<file path="config.mk">
export PLATFORM = sky130hd
export DESIGN_NAME = token_lexer_stream_flat
export DESIGN_NICKNAME = d
export VERILOG_FILES = /design/src/rtl/tls_pkg.sv /design/src/rtl/tls_in_if.sv /design/src/rtl/tls_out_if.sv /design/src/rtl/token_lexer_stream.sv /design/src/rtl/tls_lex.sv /design/src/rtl/tls_res_fifo.sv /design/src/flat_wrapper.sv
export SDC_FILE = /design/constraint.sdc
export NUM_CORES = 1
export LEC_CHECK = 0
export ABC_AREA = 1
export BUFFER_PORTS_ARGS = -buffer_cell sky130_fd_sc_hd__buf_2
export CAP_MARGIN = 20
export CORE_UTILIZATION = 52
export DETAILED_ROUTE_END_ITERATION = 8
export PLACE_DENSITY = 0.81
export REMOVE_ABC_BUFFERS = 1
export SYNTH_ARGS = -nofsm -noshare
export SYNTH_HDL_FRONTEND = slang
export SYNTH_SLANG_ARGS = --single-unit
</file>
<file path="constraint.sdc">
create_clock -name clk -period 3.4 [get_ports clk]
set_clock_uncertainty 0.2 [all_clocks]
set_input_delay 0.68 -clock clk [delete_from_list [all_inputs] [get_ports clk]]
set_output_delay 0.68 -clock clk [all_outputs]
set_load 0.05 [all_outputs]
</file>
<file path="src/rtl/tls_pkg.sv">
// Shared types and codes for the token lexer stream.
`default_nettype none
package tls_pkg;

	localparam logic [1:0] RK_TEXT = 2'd0;
	localparam logic [1:0] RK_DONE = 2'd1;
	localparam logic [1:0] RK_DROP = 2'd2;
	localparam logic [1:0] RK_END  = 2'd3;

	localparam logic [2:0] TK_IDENT = 3'd0;
	localparam logic [2:0] TK_INT   = 3'd1;
	localparam logic [2:0] TK_STR   = 3'd2;
	localparam logic [2:0] TK_OPEN  = 3'd3;
	localparam logic [2:0] TK_CLOSE = 3'd4;
	localparam logic [2:0] TK_SEMI  = 3'd5;
	localparam logic [2:0] TK_EOF   = 3'd6;

	localparam logic [7:0] CH_UNDER = 8'h5F;
	localparam logic [7:0] CH_PLUS  = 8'h2B;
	localparam logic [7:0] CH_MINUS = 8'h2D;
	localparam logic [7:0] CH_OPEN  = 8'h28;
	localparam logic [7:0] CH_CLOSE = 8'h29;
	localparam logic [7:0] CH_SEMI  = 8'h3B;
	localparam logic [7:0] CH_QUOTE = 8'h22;
	localparam logic [7:0] CH_UP_A  = 8'h41;
	localparam logic [7:0] CH_UP_Z  = 8'h5A;
	localparam logic [7:0] CH_LO_A  = 8'h61;
	localparam logic [7:0] CH_LO_Z  = 8'h7A;
	localparam logic [7:0] CH_DIG_0 = 8'h30;
	localparam logic [7:0] CH_DIG_9 = 8'h39;

	localparam int unsigned FIFO_DEPTH = 4;
	localparam int unsigned FIFO_AW    = $clog2(FIFO_DEPTH);

	typedef struct packed {
		logic [1:0] result_kind;
		logic [2:0] token_kind;
		logic [7:0] text_char;
		logic       last_of_run;
	} res_t;

	typedef struct packed {
		logic [1:0] count;
		res_t       r0;
		res_t       r1;
	} lex_out_t;

endpackage
`default_nettype wire

</file>
<file path="src/rtl/tls_in_if.sv">
// Input channel: one source character or end mark per word.
`default_nettype none
interface tls_in_if;
	logic       valid;
	logic       ready;
	logic [7:0] in_char;
	logic       end_of_input;

	modport source (output valid, output in_char, output end_of_input, input ready);
	modport sink (input valid, input in_char, input end_of_input, output ready);
endinterface
`default_nettype wire

</file>
<file path="src/rtl/tls_out_if.sv">
// Output channel: one lexer result per word.
`default_nettype none
interface tls_out_if;
	logic       valid;
	logic       ready;
	logic [1:0] result_kind;
	logic [2:0] token_kind;
	logic [7:0] text_char;
	logic       last_of_run;

	modport source (output valid, output result_kind, output token_kind, output text_char,
		output last_of_run, input ready);
	modport sink (input valid, input result_kind, input token_kind, input text_char,
		input last_of_run, output ready);
endinterface
`default_nettype wire

</file>
<file path="src/rtl/token_lexer_stream.sv">
// Top level of the streaming token lexer.
// A result passes through the input register and the result queue before it leaves.
// Throughput: one character a cycle while each gives at most one result and results are
// popped; output delivers one result a cycle, so two-result characters slow the input.
// The input register advances only when the four-entry result queue has two free places,
// counting a result that leaves in the same cycle.
// Reset: asynchronous, clears the lexer mode to default and empties the queue.
`default_nettype none
module token_lexer_stream (
	input  wire logic clk,
	input  wire logic arst_n,
	tls_in_if.sink    item,
	tls_out_if.source result
);

	logic              load;
	logic              room;
	logic              valid_s1;
	logic              advance;
	tls_pkg::lex_out_t lex;
	tls_pkg::res_t     out_res;

	assign item.ready = !valid_s1 || advance;
	assign load       = item.valid && item.ready;

	tls_lex u_lex (
		.clk          (clk),
		.arst_n       (arst_n),
		.load         (load),
		.in_char      (item.in_char),
		.end_of_input (item.end_of_input),
		.room         (room),
		.valid_s1     (valid_s1),
		.advance      (advance),
		.lex          (lex)
	);

	tls_res_fifo u_fifo (
		.clk       (clk),
		.arst_n    (arst_n),
		.push      (advance),
		.lex       (lex),
		.pop       (result.ready),
		.room      (room),
		.out_valid (result.valid),
		.out_res   (out_res)
	);

	assign result.result_kind = out_res.result_kind;
	assign result.token_kind  = out_res.token_kind;
	assign result.text_char   = out_res.text_char;
	assign result.last_of_run = out_res.last_of_run;

endmodule
`default_nettype wire

</file>
<file path="src/rtl/tls_lex.sv">
// Input register, lexer mode register and the lexer decode logic.
`default_nettype none
module tls_lex (
	input  wire logic            clk,
	input  wire logic            arst_n,
	input  wire logic            load,
	input  wire logic [7:0]      in_char,
	input  wire logic            end_of_input,
	input  wire logic            room,
	output logic                 valid_s1,
	output logic                 advance,
	output tls_pkg::lex_out_t    lex
);

	typedef enum logic [1:0] {
		M_DEF   = 2'd0,
		M_IDENT = 2'd1,
		M_INT   = 2'd2,
		M_STR   = 2'd3
	} mode_t;

	typedef struct packed {
		logic          hit;
		tls_pkg::res_t r;
		mode_t         m;
	} dflt_t;

	mode_t       mode_q;
	mode_t       mode_d;
	logic [7:0]  char_s1;
	logic        end_s1;
	logic        is_letter;
	logic        is_digit;
	dflt_t       dd;

	function automatic tls_pkg::res_t mk(input logic [1:0] rk, input logic [2:0] tk,
		input logic [7:0] ch);
		tls_pkg::res_t r;
		r.result_kind = rk;
		r.token_kind  = tk;
		r.text_char   = ch;
		r.last_of_run = 1'b0;
		return r;
	endfunction

	assign is_letter = (char_s1 inside {[tls_pkg::CH_UP_A:tls_pkg::CH_UP_Z],
		[tls_pkg::CH_LO_A:tls_pkg::CH_LO_Z]});
	assign is_digit  = (char_s1 inside {[tls_pkg::CH_DIG_0:tls_pkg::CH_DIG_9]});

	always_comb begin
		dd.hit = 1'b0;
		dd.r   = '0;
		dd.m   = M_DEF;
		if (is_letter || char_s1 == tls_pkg::CH_UNDER) begin
			dd.hit = 1'b1;
			dd.r   = mk(tls_pkg::RK_TEXT, tls_pkg::TK_IDENT, char_s1);
			dd.m   = M_IDENT;
		end else if (is_digit || char_s1 == tls_pkg::CH_PLUS
			|| char_s1 == tls_pkg::CH_MINUS) begin
			dd.hit = 1'b1;
			dd.r   = mk(tls_pkg::RK_TEXT, tls_pkg::TK_INT, char_s1);
			dd.m   = M_INT;
		end else if (char_s1 == tls_pkg::CH_QUOTE) begin
			dd.m   = M_STR;
		end else if (char_s1 == tls_pkg::CH_OPEN) begin
			dd.hit = 1'b1;
			dd.r   = mk(tls_pkg::RK_DONE, tls_pkg::TK_OPEN, 8'd0);
		end else if (char_s1 == tls_pkg::CH_CLOSE) begin
			dd.hit = 1'b1;
			dd.r   = mk(tls_pkg::RK_DONE, tls_pkg::TK_CLOSE, 8'd0);
		end else if (char_s1 == tls_pkg::CH_SEMI) begin
			dd.hit = 1'b1;
			dd.r   = mk(tls_pkg::RK_DONE, tls_pkg::TK_SEMI, 8'd0);
		end
	end

	always_comb begin
		lex.count = 2'd0;
		lex.r0    = '0;
		lex.r1    = '0;
		mode_d    = mode_q;
		if (end_s1) begin
			mode_d = M_DEF;
			case (mode_q)
				M_IDENT: begin
					lex.r0 = mk(tls_pkg::RK_DROP, tls_pkg::TK_IDENT, 8'd0);
					lex.r1 = mk(tls_pkg::RK_END, tls_pkg::TK_EOF, 8'd0);
					lex.count = 2'd2;
				end
				M_INT: begin
					lex.r0 = mk(tls_pkg::RK_DROP, tls_pkg::TK_INT, 8'd0);
					lex.r1 = mk(tls_pkg::RK_END, tls_pkg::TK_EOF, 8'd0);
					lex.count = 2'd2;
				end
				M_STR: begin
					lex.r0 = mk(tls_pkg::RK_DROP, tls_pkg::TK_STR, 8'd0);
					lex.r1 = mk(tls_pkg::RK_END, tls_pkg::TK_EOF, 8'd0);
					lex.count = 2'd2;
				end
				default: begin
					lex.r0 = mk(tls_pkg::RK_END, tls_pkg::TK_EOF, 8'd0);
					lex.count = 2'd1;
				end
			endcase
		end else begin
			case (mode_q)
				M_IDENT: begin
					if (is_letter || is_digit || char_s1 == tls_pkg::CH_UNDER) begin
						lex.r0 = mk(tls_pkg::RK_TEXT, tls_pkg::TK_IDENT, char_s1);
						lex.count = 2'd1;
					end else begin
						lex.r0 = mk(tls_pkg::RK_DONE, tls_pkg::TK_IDENT, 8'd0);
						lex.r1 = dd.r;
						lex.count = dd.hit ? 2'd2 : 2'd1;
						mode_d = dd.m;
					end
				end
				M_INT: begin
					if (is_digit) begin
						lex.r0 = mk(tls_pkg::RK_TEXT, tls_pkg::TK_INT, char_s1);
						lex.count = 2'd1;
					end else begin
						lex.r0 = mk(tls_pkg::RK_DONE, tls_pkg::TK_INT, 8'd0);
						lex.r1 = dd.r;
						lex.count = dd.hit ? 2'd2 : 2'd1;
						mode_d = dd.m;
					end
				end
				M_STR: begin
					lex.count = 2'd1;
					if (char_s1 != tls_pkg::CH_QUOTE) begin
						lex.r0 = mk(tls_pkg::RK_TEXT, tls_pkg::TK_STR, char_s1);
					end else begin
						lex.r0 = mk(tls_pkg::RK_DONE, tls_pkg::TK_STR, 8'd0);
						mode_d = M_DEF;
					end
				end
				default: begin
					lex.r0 = dd.r;
					lex.count = dd.hit ? 2'd1 : 2'd0;
					mode_d = dd.m;
				end
			endcase
		end
		// mark the final result of the run
		if (lex.count == 2'd1) begin
			lex.r0.last_of_run = 1'b1;
		end else if (lex.count == 2'd2) begin
			lex.r1.last_of_run = 1'b1;
		end
	end

	assign advance = valid_s1 && room;

	always_ff @(posedge clk or negedge arst_n) begin
		if (!arst_n) begin
			valid_s1 <= 1'b0;
			mode_q   <= M_DEF;
		end else begin
			if (load) begin
				valid_s1 <= 1'b1;
			end else if (advance) begin
				valid_s1 <= 1'b0;
			end
			if (advance) begin
				mode_q <= mode_d;
			end
		end
	end

	always_ff @(posedge clk) begin
		if (load) begin
			char_s1 <= in_char;
			end_s1  <= end_of_input;
		end
	end

endmodule
`default_nettype wire

</file>
<file path="src/rtl/tls_res_fifo.sv">
// Result queue: takes up to two results a cycle, hands out one a cycle while popped.
`default_nettype none
module tls_res_fifo (
	input  wire logic              clk,
	input  wire logic              arst_n,
	input  wire logic              push,
	input  wire tls_pkg::lex_out_t lex,
	input  wire logic              pop,
	output logic                   room,
	output logic                   out_valid,
	output tls_pkg::res_t          out_res
);

	tls_pkg::res_t                ent_q [tls_pkg::FIFO_DEPTH];
	logic [tls_pkg::FIFO_AW-1:0]  wr_ptr_q;
	logic [tls_pkg::FIFO_AW-1:0]  rd_ptr_q;
	logic [tls_pkg::FIFO_AW:0]    cnt_q;
	logic [1:0]                   n_push;
	logic                         do_pop;

	assign do_pop    = pop && out_valid;
	assign n_push    = push ? lex.count : 2'd0;
	assign out_valid = (cnt_q != '0);
	assign out_res   = ent_q[rd_ptr_q];
	assign room      = (cnt_q <= (tls_pkg::FIFO_AW + 1)'(tls_pkg::FIFO_DEPTH - 2))
		|| ((cnt_q == (tls_pkg::FIFO_AW + 1)'(tls_pkg::FIFO_DEPTH - 1)) && do_pop);

	always_ff @(posedge clk or negedge arst_n) begin
		if (!arst_n) begin
			wr_ptr_q <= '0;
			rd_ptr_q <= '0;
			cnt_q    <= '0;
		end else begin
			wr_ptr_q <= wr_ptr_q + tls_pkg::FIFO_AW'(n_push);
			if (do_pop) begin
				rd_ptr_q <= rd_ptr_q + tls_pkg::FIFO_AW'(1);
			end
			cnt_q <= cnt_q + (tls_pkg::FIFO_AW + 1)'(n_push)
				- (tls_pkg::FIFO_AW + 1)'(do_pop);
		end
	end

	always_ff @(posedge clk) begin
		if (n_push != 2'd0) begin
			ent_q[wr_ptr_q] <= lex.r0;
		end
		if (n_push == 2'd2) begin
			ent_q[wr_ptr_q + tls_pkg::FIFO_AW'(1)] <= lex.r1;
		end
	end

endmodule
`default_nettype wire

</file>
<file path="src/flat_wrapper.sv">
// flat-port wrapper written by rule: the top's interface ports become plain ports
module token_lexer_stream_flat 
  (clk, arst_n, item_valid, item_in_char, item_end_of_input, item_ready, result_valid, result_result_kind, result_token_kind, result_text_char, result_last_of_run, result_ready);
  tls_in_if item_i ();
  tls_out_if result_i ();
  input  wire logic clk;
  input  wire logic arst_n;
  input wire logic [$bits(item_i.valid)-1:0] item_valid;
  input wire logic [$bits(item_i.in_char)-1:0] item_in_char;
  input wire logic [$bits(item_i.end_of_input)-1:0] item_end_of_input;
  output wire logic [$bits(item_i.ready)-1:0] item_ready;
  output wire logic [$bits(result_i.valid)-1:0] result_valid;
  output wire logic [$bits(result_i.result_kind)-1:0] result_result_kind;
  output wire logic [$bits(result_i.token_kind)-1:0] result_token_kind;
  output wire logic [$bits(result_i.text_char)-1:0] result_text_char;
  output wire logic [$bits(result_i.last_of_run)-1:0] result_last_of_run;
  input wire logic [$bits(result_i.ready)-1:0] result_ready;
  assign item_i.valid = item_valid;
  assign item_i.in_char = item_in_char;
  assign item_i.end_of_input = item_end_of_input;
  assign item_ready = item_i.ready;
  assign result_valid = result_i.valid;
  assign result_result_kind = result_i.result_kind;
  assign result_token_kind = result_i.token_kind;
  assign result_text_char = result_i.text_char;
  assign result_last_of_run = result_i.last_of_run;
  assign result_i.ready = result_ready;
  token_lexer_stream u_core (.clk(clk), .arst_n(arst_n), .item(item_i), .result(result_i));
endmodule
</file>
# Word-level counts from Yosys, hierarchy flattened
# Memory sizes are Yosys's and may differ from the RTL's.
# Index checks and enable logic that the tools add are counted.
# word_totals
regBits	19
mem_bits_rw	56
in_bits	13
out_inout_bits	16
word_cells	93
mem_count	1
# classes
addsub	5
order_cmp	7
eq_ne	18
muxes	34
n_reduce_logical	21
# memory_table
memory	words	width	read_ports	rd_clocked_by_memory_dff	write_ports	line	rtl
u_core.u_fifo.ent_q	4	14	1	0	2	tls_res_fifo.sv:14	tls_pkg::res_t ent_q [tls_pkg::FIFO_DEPTH];
# op_table
operator	count
$pmux W16 S3	2
$mux W15	4
$eq A8 B6 Y1 const B	6
$mux W14	3
$mux W17	2
$mux W16	2
$mux W30	1
$pmux W14 S2	1
$ge A8 B7 Y1 const B	2
$le A8 B7 Y1 const B	2
$mux W2	7
$mux W13	1
$mux W1	10
$ne A3 B3 Y1 const B	3
$eq A2 B2 Y1 const B	4
$eq A8 B7 Y1 const B	1
$ge A8 B6 Y1 const B	1
$le A8 B6 Y1 const B	1
$ne A8 B6 Y1 const B	1
$logic_and A1 B1 Y1	7
$logic_or A1 B1 Y1	7
$pmux W2 S3	1
$reduce_bool A2 Y1	3
$add A2 B1 Y2 const B	2
10 further kinds	11

# Depth between registers and ports, before layout
# Gate-level depths: netlist (run 1).
# depth
depth_word	15
mapped_depth	21
ltp_nobuf	21

# Hierarchy
# From an unflattened synthesis (run 1), not the netlist that was laid out.
# hier_totals
hier_cells	609
area_unflattened_um2	4640.7
# modules_own_cells
module	n_inst	cells_each	area_per_inst_um2	seq_area_each_um2
tls_res_fifo	1	429	3495.9	1856.8
tls_lex	1	176	1124.8	345.3
token_lexer_stream	1	4	20.0	0.0

# Worst setup path before layout (run 1)
# Ideal clock, no wire load.
# synth_path
path_type	register to register
start	register u_core.u_lex.char_s1[2]
end	register u_core.u_fifo.cnt_q[2] (netlist name)
setup_time_ps	129
arrival_ps	2583
required_time_ps	3071
slack_ps	488
path_stages_with_launch	20
path_buffers	0
period_less_slack_ps	2912
path_cell_list	edfxtp_1 inv_1 nand2_1 nor2_1 inv_2 nand2_1 nand3_1 nand3_2 nor2_1 nand2_1 nand2_4 nand2_4 nand2_1 ha_1 inv_1 ha_1 inv_1 fa_1 xnor2_1 xor2_1
# synth_between
elab_chain_len	14
elab_cells_between_ends	37
cone_classes	add/sub (2); order compare (6); eq/ne (7); mux (13); reduce/logical (9)
# synth_lines
element	line	rtl
start: declaration	tls_lex.sv:30	logic [7:0] char_s1;
start signal: assignment	tls_lex.sv:173	char_s1 <= in_char;
$eq A8 B6 Y1	tls_lex.sv:71	end else if (char_s1 == tls_pkg::CH_SEMI) begin
$mux W15	tls_lex.sv:71	
$mux W15	tls_lex.sv:68	end else if (char_s1 == tls_pkg::CH_CLOSE) begin
$mux W15	tls_lex.sv:65	end else if (char_s1 == tls_pkg::CH_OPEN) begin
$mux W15	tls_lex.sv:63	end else if (char_s1 == tls_pkg::CH_QUOTE) begin
$mux W17	tls_lex.sv:58	end else if (is_digit || char_s1 == tls_pkg::CH_PLUS
$mux W17	tls_lex.sv:54	if (is_letter || char_s1 == tls_pkg::CH_UNDER) begin
$mux W2	tls_lex.sv:114, tls_lex.sv:125	
$mux W16 (on tied branches)	tls_lex.sv:119, tls_lex.sv:108	
$pmux W16 S3 (*)	tls_lex.sv:106	case (mode_q)
$mux W30 (*)	tls_lex.sv:82	if (end_s1) begin
$mux W2 (*)	tls_res_fifo.sv:22	assign n_push = push ? lex.count : 2'd0;
$add A3 B2 Y3 (*)	tls_res_fifo.sv:38	cnt_q <= cnt_q + (tls_pkg::FIFO_AW + 1)'(n_push)
$sub A3 B1 Y3 (*)	tls_res_fifo.sv:39	- (tls_pkg::FIFO_AW + 1)'(do_pop);
end signal: assignment	tls_res_fifo.sv:38	
end: declaration	tls_res_fifo.sv:17	logic [tls_pkg::FIFO_AW:0] cnt_q;
# Mark *: on every way between the ends. The rest lies on a longest branch, timed or not.
# A chain may end at the register's enable or synchronous reset.

# Final worst setup path (run 1)
# layout_path
start	register u_core.u_lex.char_s1[3]
end	register u_core.u_fifo.cnt_q[2] (netlist name)
# The elaborated chain is that of the path after synthesis.

==> reports/metrics.csv, run 1 <==
stage,metric,value,unit
status,status,completed,
synthesis,synth.area.top_cells,"edfxtp_1 47%, nand2_1 9.5%, nand3_1 7.3%",
worst_setup_path,critPathArrivalTime,3340,ps
layout,regArea,2202,µm²
layout,nFillCells,651,
route,dr.pass1.iters,5,
layout,drive_gt1_share,17.53,%
timing,period_share,95.65,%
global_route,antenna_found_initial,0,
worst_setup_path,startpoint_type,flop,
worst_setup_path,rrSetupSlack,150,ps
floorplan,fp-row-count,32,
clock_network,clk_latency,370,ps
layout,fin_util,61.51,%
floorplan,die_area,8372,µm²
worst_setup_path,endpoint,u_core.u_fifo.cnt_q[2]$_DFF_PN0_,
route,vias_per_cell,5.557,
timing,tightest_slew,788.3,ps
timing,final_hold_viol_count,0,
synthesis,syn_inst,475,
synthesis,synth_warnings,0,
route,drc,0,
worst_hold_path,hp-start,item_in_char[4],
synthesis,synth_cell_types,32,
worst_setup_path,endpoint_kind,flop,
power,p_per_area,1002,nW/µm²
worst_setup_path,cp.required,3490,ps
route,routedWlPerCell,15.51,µm
worst_hold_path,holdCritPathClass,in2reg,
place,hpwl,6.335,mm
floorplan,ioPinCount,29,
place,dpl_worst_slack,163.0,ps
timing,max_slew_margin,47.45,%
worst_setup_path,critPathLaunch,u_core.u_lex.char_s1[3]$_DFFE_PP_,
layout,diodes,0,
layout,fin_nets,536,
synthesis,synth_top_cell_by_area,edfxtp_1,
global_route,grt_max_degree,45,
global_route,grt_pass1_vias,3147,
place,io_buffers,28,
layout,area_delta_synth_final,14.12,%
timing,finalSetupTns,0,ps
clock_network,cts.sinks,75,
clock_network,cts.root.buffer_cell,clkbuf_8,
synthesis,seq_area_frac_synth,52.87,%
timing,drv_slew,0,
timing,fmax,307.5,MHz
worst_setup_path,timing.rr.end,u_core.u_fifo.cnt_q[2]$_DFF_PN0_,
global_route,gr-total-overflow,0,
worst_setup_path,worstSetupPathType,reg2reg,
synthesis,ys_ff_latch,75,
clock_network,clockBufferDepth,2,
layout,multi_input_area,1703,µm²
place,place_congestion,0.8834,
clock_network,ctsHtreeMaxLevel,3,
floorplan,die_y,91.50,µm
route,antenna_left,0,
power,leakagePower,2.099,nW
route,vias,3451,
route,first_iter_violations,400,
synthesis,syn_area_per_cell,8.769,µm²
floorplan,core,7727,µm²
worst_setup_path,path_max_fanout,7,
worst_setup_path,reg2reg_depth,19,
global_route,grt.total_usage,24.18,%
worst_setup_path,r2r_start,u_core.u_lex.char_s1[3]$_DFFE_PP_,
timing,setup_viol,0,
floorplan,die_x,91.50,µm
floorplan,initial_core_util,53.90,%
power,ir_worst_vdd,0.0005974,V
timing,fin_crit,3252,ps
synthesis,netlist_area,4165,µm²
synthesis,synth_top_area_share,46.86,%
clock_network,numCtsBuffers,9,
timing,fin_ws,147.9,ps
route,totalWireLength,9.629,mm
flow_run,max_cap_viol_count,0,
clock_network,tritoncts,done,
global_route,grt_pass1_wl,15.44,mm
clock_network,clk_pin_slew,90,ps
## synth_stat cells (all sizes together)
| cell | count |
|---|---|
| nand2 | 113 |
| a32oi | 1 |
| a21oi | 6 |
| clkbuf | 14 |
| o211ai | 2 |
| dfrtp | 10 |
| clkinv | 2 |
| o2111ai | 1 |
| edfxtp | 65 |
| a31oi | 1 |
| xnor2 | 2 |
| nand4 | 6 |
| nor3 | 5 |
| nor2 | 62 |
| o221ai | 1 |
| xor2 | 4 |
| fa | 1 |
| o22ai | 15 |
| inv | 44 |
| ha | 8 |
| buf | 7 |
| nand3 | 65 |
| o21ai | 40 |
## per-layer routing
layer	GRT usage, %	vias up	share of wire, %
met1	31.88	1579	42
met5	0	-	0
met3	4.271	25	7.0
met4	10.58	0	2.4
met2	39.10	159	49
li1	-	1688	-
## cell families (layout without fill, tap and decap cells)
kind of cell	Yosys count	count (layout)	share of synthesized area [%]
flops	75	75	52.87
simple gates	251	251	27.28
xor+xnor	6	6	1.262
buf+inv	67	111	6.789
fa+ha+maj	9	9	2.884
compound gates	67	67	8.922
## timing repair
item                                    CTS  global route
gates resized for setup                   0             7
hold buffers                              1             0
hold endpoints to repair                 10             0
buffers inserted                          0            10
endpoints found under the setup margin    0             1
## worst min path at each step
stage	to	slack [ps]	cells after the start
global route	u_core.u_lex.char_s1[3]$_DFFE_PP_	270	1
detailed placement	u_core.u_fifo.cnt_q[2]$_DFF_PN0_	280	1
floorplan	u_core.u_fifo.cnt_q[0]$_DFF_PN0_	180	0
global placement	u_core.u_fifo.cnt_q[2]$_DFF_PN0_	290	1
finish	u_core.u_lex.char_s1[4]$_DFFE_PP_	280	1
CTS	u_core.u_lex.char_s1[4]$_DFFE_PP_	280	1
## area by class of cell
cell class	count	share of cell area [%]
clock buffers	9	2.606
repair buffers	49	6.844
inverters	46	3.633
flip-flops and latches	75	46.33
well taps	102	2.685
clock inverters	7	2.079
multi-input cells	333	35.83
## stage by stage
step / hold slack, ps / instances / power (mW) / cell area, µm²
global placement: 285.1 / 594 / 3.849 / 4423
finish: 280.4 / 621 / 4.764 / 4753
global route: 274.9 / 621 / 5.053 / 4753
detailed placement: 285.0 / 594 / 3.922 / 4423
CTS: 280.1 / 611 / 4.699 / 4656
floorplan: 184.4 / 454 / 3.228 / 4055
## registers in the layout (all words and copies together), names as in the netlist
| name | cells |
|---|---|
| u_core.u_lex.mode_q | 2 |
| u_core.u_lex.end_s1 | 1 |
| u_core.u_fifo.cnt_q | 3 |
| u_core.u_fifo.ent_q | 56 |
| u_core.u_lex.char_s1 | 8 |
| u_core.u_lex.valid_s1 | 1 |
| u_core.u_fifo.wr_ptr_q | 2 |
| u_core.u_fifo.rd_ptr_q | 2 |
## cell usage in the layout (no fill, tap or decap), drive strengths merged
cell         count
nand4            6
o2111ai          1
o21ai           40
buf             48
a21oi            6
fa               1
a32oi            1
nor3             5
o211ai           2
nand3           65
a31oi            1
dfrtp           10
clkinvlp         1
clkinv           4
o221ai           1
clkbuf           9
xor2             4
nand2          113
edfxtp          65
inv             46
bufinv           2
xnor2            2
nor2            62
ha               8
dlygate4sd3      1
o22ai           15
## worst max-delay path: stages, from the launching register on
cell and delay [ps]:
edfxtp_1 490, nor2_1 210, nand3_1 130, nand2_1 90, inv_2 40, nand2_2 110
inv_2 80, nor2_4 120, nand3_1 70, nand2_1 110, nand2_4 80, nand2_4 100
nand2_2 80, ha_1 270, inv_1 50, ha_1 130, inv_1 40, fa_1 370
xnor2_1 210, xor2_1 170
## power by group
| part | leakage [nW] | switching, mW | internal [mW] | total (mW) |
|---|---|---|---|---|
| sequential | 0.723 | 0.115 | 1.36 | 1.47 |
| combinational | 1.27 | 1.84 | 0.673 | 2.51 |
| clock | 0.110 | 0.366 | 0.418 | 0.784 |
| total | 2.10 | 2.32 | 2.45 | 4.76 |
Note: power is estimated with default switching activity, not from simulation.
==> run 2: changes to the inputs <==
Clock period 3.4 ns to 3.85 ns, I/O delays scaled along.
==> run 2 against run 1 <==
First-iteration DRC count fell by 17%; highest routed layer unchanged; largest cell class unchanged; via count fell by 1.7%; maximum frequency fell by 2.6%.
==> reports/metrics.csv, run 2 (synthesis gave the netlist of run 1 again) <==
stage,metric,value,unit
power,total_power,4.096,mW
timing,rsz0062_at_grt,no,
clock_network,ctsHtreeMaxLevel,3,
clock_network,cts.root.buffer_cell,clkbuf_8,
global_route,grt_pass1_vias,3139,
status,status,completed,
worst_setup_path,startpoint_type,flop,
floorplan,core,7727,µm²
layout,largest_register_ffs,56,
global_route,grt_pass1_wl,15.13,mm
route,met1Wirelength,4.016,mm
layout,area_delta_synth_final,10.03,%
worst_setup_path,critPathArrivalTime,3130,ps
global_route,grt.total_usage,23.59,%
floorplan,die_x,91.50,µm
route,wl_met2,4.471,mm
global_route,gr-total-overflow,0,
worst_setup_path,worstSetupPathType,reg2reg,
flow_run,max_cap_viol_count,0,
timing,fin_ws,510.3,ps
worst_setup_path,max_stage_delay,670,ps
route,vias_per_cell,5.607,
worst_setup_path,cp.depth,11,
clock_network,post_cts_resized,0,
timing,drv_slew,0,
worst_setup_path,cp.required,3640,ps
place,io_buffers,28,
worst_setup_path,endpoint_kind,flop,
route,dr.pass1.iters,5,
route,top_layer,met4,
worst_setup_path,critPathTopFamily,simple AND/OR/NAND/NOR gates,
timing,fin_crit,3340,ps
layout,regMostFlops,u_core.u_fifo.ent_q,
layout,fin_nets,520,
worst_setup_path,reg2reg_depth,11,
clock_network,tritoncts,done,
clock_network,clockBufferDepth,2,
worst_hold_path,holdCritPathClass,in2async,
layout,final_cell_mix,"105 x nand2_1, 65 x edfxtp_1, 61 x nand3_1, 57 x nor2_1, 40 x o21ai_0",
clock_network,cts.sinks,75,
clock_network,postCtsHoldBufs,0,
place,hpwl,6.169,mm
worst_setup_path,slowest_stage,nand2_1,
layout,diodes,0,
clock_network,numCtsBuffers,9,
timing,period_share,86.75,%
route,wl_met3,546,µm
worst_setup_path,critPathBufInv,1,
clock_network,clk_pin_slew,80,ps
route,antenna_left,0,
timing,tightest_slew,772.9,ps
route,vias,3392,
global_route,antenna_found_initial,0,
layout,top_regs,"u_core.u_fifo.ent_q (56), u_core.u_lex.char_s1 (8), u_core.u_fifo.cnt_q (3)",
timing,fmax,299.4,MHz
timing,setup_viol,0,
route,drc,0,
worst_setup_path,path_cells,nor2_1 > nand3_1 > nand2_1 > inv_2 > nand2_2 > nor2_1 > nor2_4 > nand3_2 > a21oi_1 > nand4_1 > nand2_1,
place,place_congestion,0.8631,
layout,layout_commonest_cell,nand2_1,
timing,final_hold_viol_count,0,
layout,drive_gt1_share,14.12,%
floorplan,ioPinCount,29,
timing,finalSetupTns,0,ps
clock_network,postCtsSetupBuffers,0,
power,p_per_area,893.7,nW/µm²
route,first_iter_violations,332,
clock_network,clk_latency,360,ps
global_route,grt_max_degree,45,
power,leakagePower,2.014,nW
power,ir_worst_vdd,0.0004815,V
worst_setup_path,path_max_fanout,14,
floorplan,initial_core_util,53.90,%
floorplan,fp-row-count,32,
floorplan,die_y,91.50,µm
floorplan,die_area,8372,µm²
timing,max_slew_margin,48.48,%
place,dpl_worst_slack,554.8,ps
route,totalWireLength,9.198,mm
route,routedWlPerCell,15.20,µm
-- run 2: cell count changes in the layout (fill, tap and decap cells not counted), sizes merged --
| cell | previous run | this run |
|---|---|---|
| buf | 48 | 33 |
| dlygate4sd3 | 1 | 0 |
-- run 2: per-stage QoR --
stage | hold slack, ps | utilization [%] | instances | area, µm²
2_1_floorplan | 264.0 | - | 454 | 4055
3_5_place_dp | 308.8 | 56.43 | 589 | 4360
3_3_place_gp | 284.3 | 56.43 | 589 | 4360
6_report | 60.03 | 59.31 | 605 | 4583
5_1_grt | 64.82 | 59.31 | 605 | 4583
4_1_cts | 62.58 | 59.31 | 605 | 4583
-- run 2: path summary, 6_finish.rpt --
kind	startpoint	end	slack, ps
max in group asynchronous	arst_n	u_core.u_fifo.rd_ptr_q[1]$_DFFE_PN0P_	3190
max reg2reg	u_core.u_lex.char_s1[2]$_DFFE_PP_	u_core.u_fifo.ent_q[1][2]$_DFFE_PP_	510
max	u_core.u_lex.char_s1[2]$_DFFE_PP_	u_core.u_fifo.ent_q[1][2]$_DFFE_PP_	510
min reg2reg	u_core.u_fifo.cnt_q[2]$_DFF_PN0_	u_core.u_fifo.cnt_q[2]$_DFF_PN0_	320
min	arst_n	u_core.u_fifo.rd_ptr_q[0]$_DFFE_PN0P_	60
min in group clk	u_core.u_fifo.cnt_q[2]$_DFF_PN0_	u_core.u_fifo.cnt_q[2]$_DFF_PN0_	320
-- run 2: area by class of cell --
type / count / area (µm²)
fill: 658 / 3144
tap: 102 / 127.6
clock buffer: 9 / 123.9
timing repair buffer: 33 / 177.7
clock inverter: 7 / 98.84
multi-input combinational: 333 / 1680
inverter: 46 / 172.7
sequential: 75 / 2202
-- run 2: report_power, final --
| part | switching (mW) | total (mW) | internal (mW) |
|---|---|---|---|
| Sequential | 0.127 | 1.33 | 1.20 |
| Clock | 0.321 | 0.691 | 0.369 |
| Combinational | 1.56 | 2.08 | 0.521 |
-- run 2: metal layers --
metal	GRT usage, %	vias to the layer above
met1	30.60	1565
met5	0	-
met2	39.72	147
li1	-	1660
met3	4.271	20
met4	8.069	0
==> run 3: changes to the inputs <==
Settings changed: ABC_AREA 1 to default.
==> run 3 against run 2 <==
Total power shrank 14%; hold slack improved by 2.0 ps; combinational power is 23% lower; sequential share of layout area hardly changed; worst setup slack worse by 240 ps; die area is 2.4% lower; first-iteration DRC count is 53% lower; register-to-register slack worse by 240 ps; area after synthesis down 2.4%; utilization grew 2.5 points; via count decreased by 19%; sequential cell count did not move; largest cell class unchanged.
==> reports/metrics.csv, run 3 <==
stage,metric,value,unit
layout,top_regs,"u_core.u_fifo.ent_q (56), u_core.u_lex.char_s1 (8), u_core.u_fifo.cnt_q (3)",
timing,holdWs,62.03,ps
synthesis,ys_async_sr_fraction,13.33,%
clock_network,postCtsHoldBufs,0,
timing,period_share,93.04,%
clock_network,post_cts_resized,0,
synthesis,synthTopCellsByCount,"65 x edfxtp_1, 29 x nand2_1, 19 x and2_1",
layout,instances_no_fill,464,
synthesis,synth_most_common_cell,edfxtp_1,
clock_network,cts.root.buffer_cell,clkbuf_8,
clock_network,postCtsSetupBuffers,0,
floorplan,core,7408,µm²
synthesis,netlist_area,4065,µm²
synthesis,synth_top_area_share,48.01,%
power,total_power,3.531,mW
layout,area_delta_synth_final,12.65,%
route,routedWlPerCell,18.43,µm
global_route,grt_pass1_vias,2663,
floorplan,fp-row-count,31,
clock_network,clk_latency,350,ps
floorplan,ioPinCount,29,
worst_setup_path,reg2reg_depth,13,
floorplan,initial_core_util,54.87,%
worst_setup_path,path_max_fanout,18,
synthesis,synth_cell_types,60,
floorplan,die_x,90.42,µm
synthesis,synth_top_cell_by_area,edfxtp_1,
timing,fin_ws,268.1,ps
global_route,grt_pass1_wl,13.92,mm
worst_setup_path,critPathArrivalTime,3660,ps
clock_network,cts.sinks,75,
worst_setup_path,endpoint_kind,flop,
layout,drive_gt1_share,23.84,%
place,dp_cells,448,
power,power_switching,1.486,mW
power,leakagePower,1.773,nW
global_route,antenna_found_initial,0,
synthesis,syn_area_per_cell,12.39,µm²
floorplan,die_area,8175,µm²
worst_setup_path,startpoint_type,flop,
layout,diodes,0,
flow_run,max_cap_viol_count,0,
layout,layout_commonest_cell,edfxtp_1,
route,drc,0,
power,comb_power_share,45.4,%
synthesis,syn_inst,328,
route,vias,2750,
route,antenna_left,0,
worst_setup_path,worstSetupPathType,reg2reg,
timing,setup_viol,0,
clock_network,clk_pin_slew,80,ps
clock_network,numCtsBuffers,9,
timing,finalSetupTns,0,ps
timing,rsz0062_at_grt,no,
route,first_iter_violations,157,
layout,fin_nets,382,
synthesis,synth_warnings,0,
place,io_buffers,28,
layout,regMostFlops,u_core.u_fifo.ent_q,
place,place_congestion,0.9959,
worst_hold_path,holdCritPathClass,in2async,
synthesis,synth.area.top_cells,"edfxtp_1 48%, mux4_2 7.8%, dfrtp_1 6.2%",
route,dr.pass1.iters,5,
layout,final_cell_mix,"65 x edfxtp_1, 29 x nand2_1, 28 x buf_2, 19 x and2_1, 16 x a21oi_1",
global_route,grt.total_usage,22.58,%
clock_network,ctsHtreeMaxLevel,3,
route,vias_per_cell,5.927,
power,intPower,2.046,mW
place,dpl_worst_slack,336.8,ps
power,seqPwrFrac,35.9,%
route,totalWireLength,8.552,mm
layout,largest_register_ffs,56,
timing,drv_slew,0,
power,p_clk_share,18.7,%
timing,final_hold_viol_count,0,
worst_setup_path,cp.required,3920,ps
status,status,completed,
timing,tightest_slew,679.6,ps
timing,fin_crit,3582,ps
timing,max_slew_margin,54.69,%
global_route,grt_max_degree,19,
clock_network,clockBufferDepth,2,
synthesis,seq_area_frac_synth,54.17,%
place,hpwl,6.382,mm
power,p_per_area,771.1,nW/µm²
floorplan,die_y,90.42,µm
clock_network,tritoncts,done,
synthesis,ys.flop_type,edfxtp_1,
synthesis,ys_ff_latch,75,
power,ir_worst_vdd,0.0003359,V
synthesis,synth_edf_count,65,
timing,fmax,279.2,MHz
global_route,gr-total-overflow,0,
power,swShare,42.07,%
-- run 3: routing by layer --
| metal | part of all wire [%] | wire, µm | track usage [%] | vias to the layer above |
|---|---|---|---|---|
| li1 | - | - | - | 1303 |
| met2 | 48 | 4099 | 35.94 | 104 |
| met3 | 5.5 | 473 | 4.377 | 22 |
| met1 | 43 | 3714 | 29.86 | 1321 |
| met4 | 3.1 | 265 | 10.89 | 0 |
| met5 | 0 | 0 | 0 | - |
-- run 3: area by class of cell --
type / instances / area [µm²]
tap: 99 / 123.9
timing repair buffer: 42 / 245.2
clock buffer: 10 / 127.6
clock inverter: 6 / 88.84
fill: 604 / 2829
inverter: 16 / 60.06
multi-input combinational: 216 / 1732
sequential: 75 / 2202
-- run 3: cells by family after synthesis --
family | count (synthesis) | share of synthesized area (%)
flip-flops | 75 | 54.17
buffers and inverters | 37 | 3.724
adder cells (fa/ha/maj) | 9 | 2.955
XOR/XNOR | 7 | 1.508
AND/OR/NAND/NOR | 102 | 13.67
multiplexers | 28 | 11.42
AO/OA/AOI/OAI | 70 | 12.56
-- run 3: worst paths after layout --
check	from	to	slack, ps
min reg2reg	u_core.u_fifo.rd_ptr_q[0]$_DFFE_PN0P_	u_core.u_fifo.rd_ptr_q[0]$_DFFE_PN0P_	290
max in group asynchronous	arst_n	u_core.u_fifo.rd_ptr_q[0]$_DFFE_PN0P_	3200
min in group clk	u_core.u_fifo.rd_ptr_q[0]$_DFFE_PN0P_	u_core.u_fifo.rd_ptr_q[0]$_DFFE_PN0P_	290
max reg2reg	u_core.u_lex.char_s1[1]$_DFFE_PP_	u_core.u_fifo.cnt_q[2]$_DFF_PN0_	270
min	arst_n	u_core.u_fifo.cnt_q[2]$_DFF_PN0_	60
max	u_core.u_lex.char_s1[1]$_DFFE_PP_	u_core.u_fifo.cnt_q[2]$_DFF_PN0_	270
-- run 3: power groups by stage --
stage               Sequential (mW)  Clock [mW]  Combinational [mW]
floorplan                      1.27           0                1.18
global placement               1.27           0                1.58
detailed placement             1.29           0                1.60
CTS                            1.27       0.672                1.61
global route                   1.29       0.703                1.73
finish                         1.27       0.660                1.60
-- run 3: through the flow --
step	utilization [%]	cell area [µm²]
floorplan	-	3974
global placement	58.89	4363
detailed placement	58.89	4363
CTS	61.81	4579
global route	61.81	4579
finish	61.81	4579
-- run 3: worst max-delay path, cell delays in order (launching register included) --
cell       delay [ps]
edfxtp_1          620
or2_1             370
a2111oi_4         380
nor3_1            140
and3_1            240
a211o_1           310
nand2_1           100
ha_1              220
inv_1              60
ha_1              120
inv_1              40
fa_1              370
xor2_1            190
xnor2_1           140
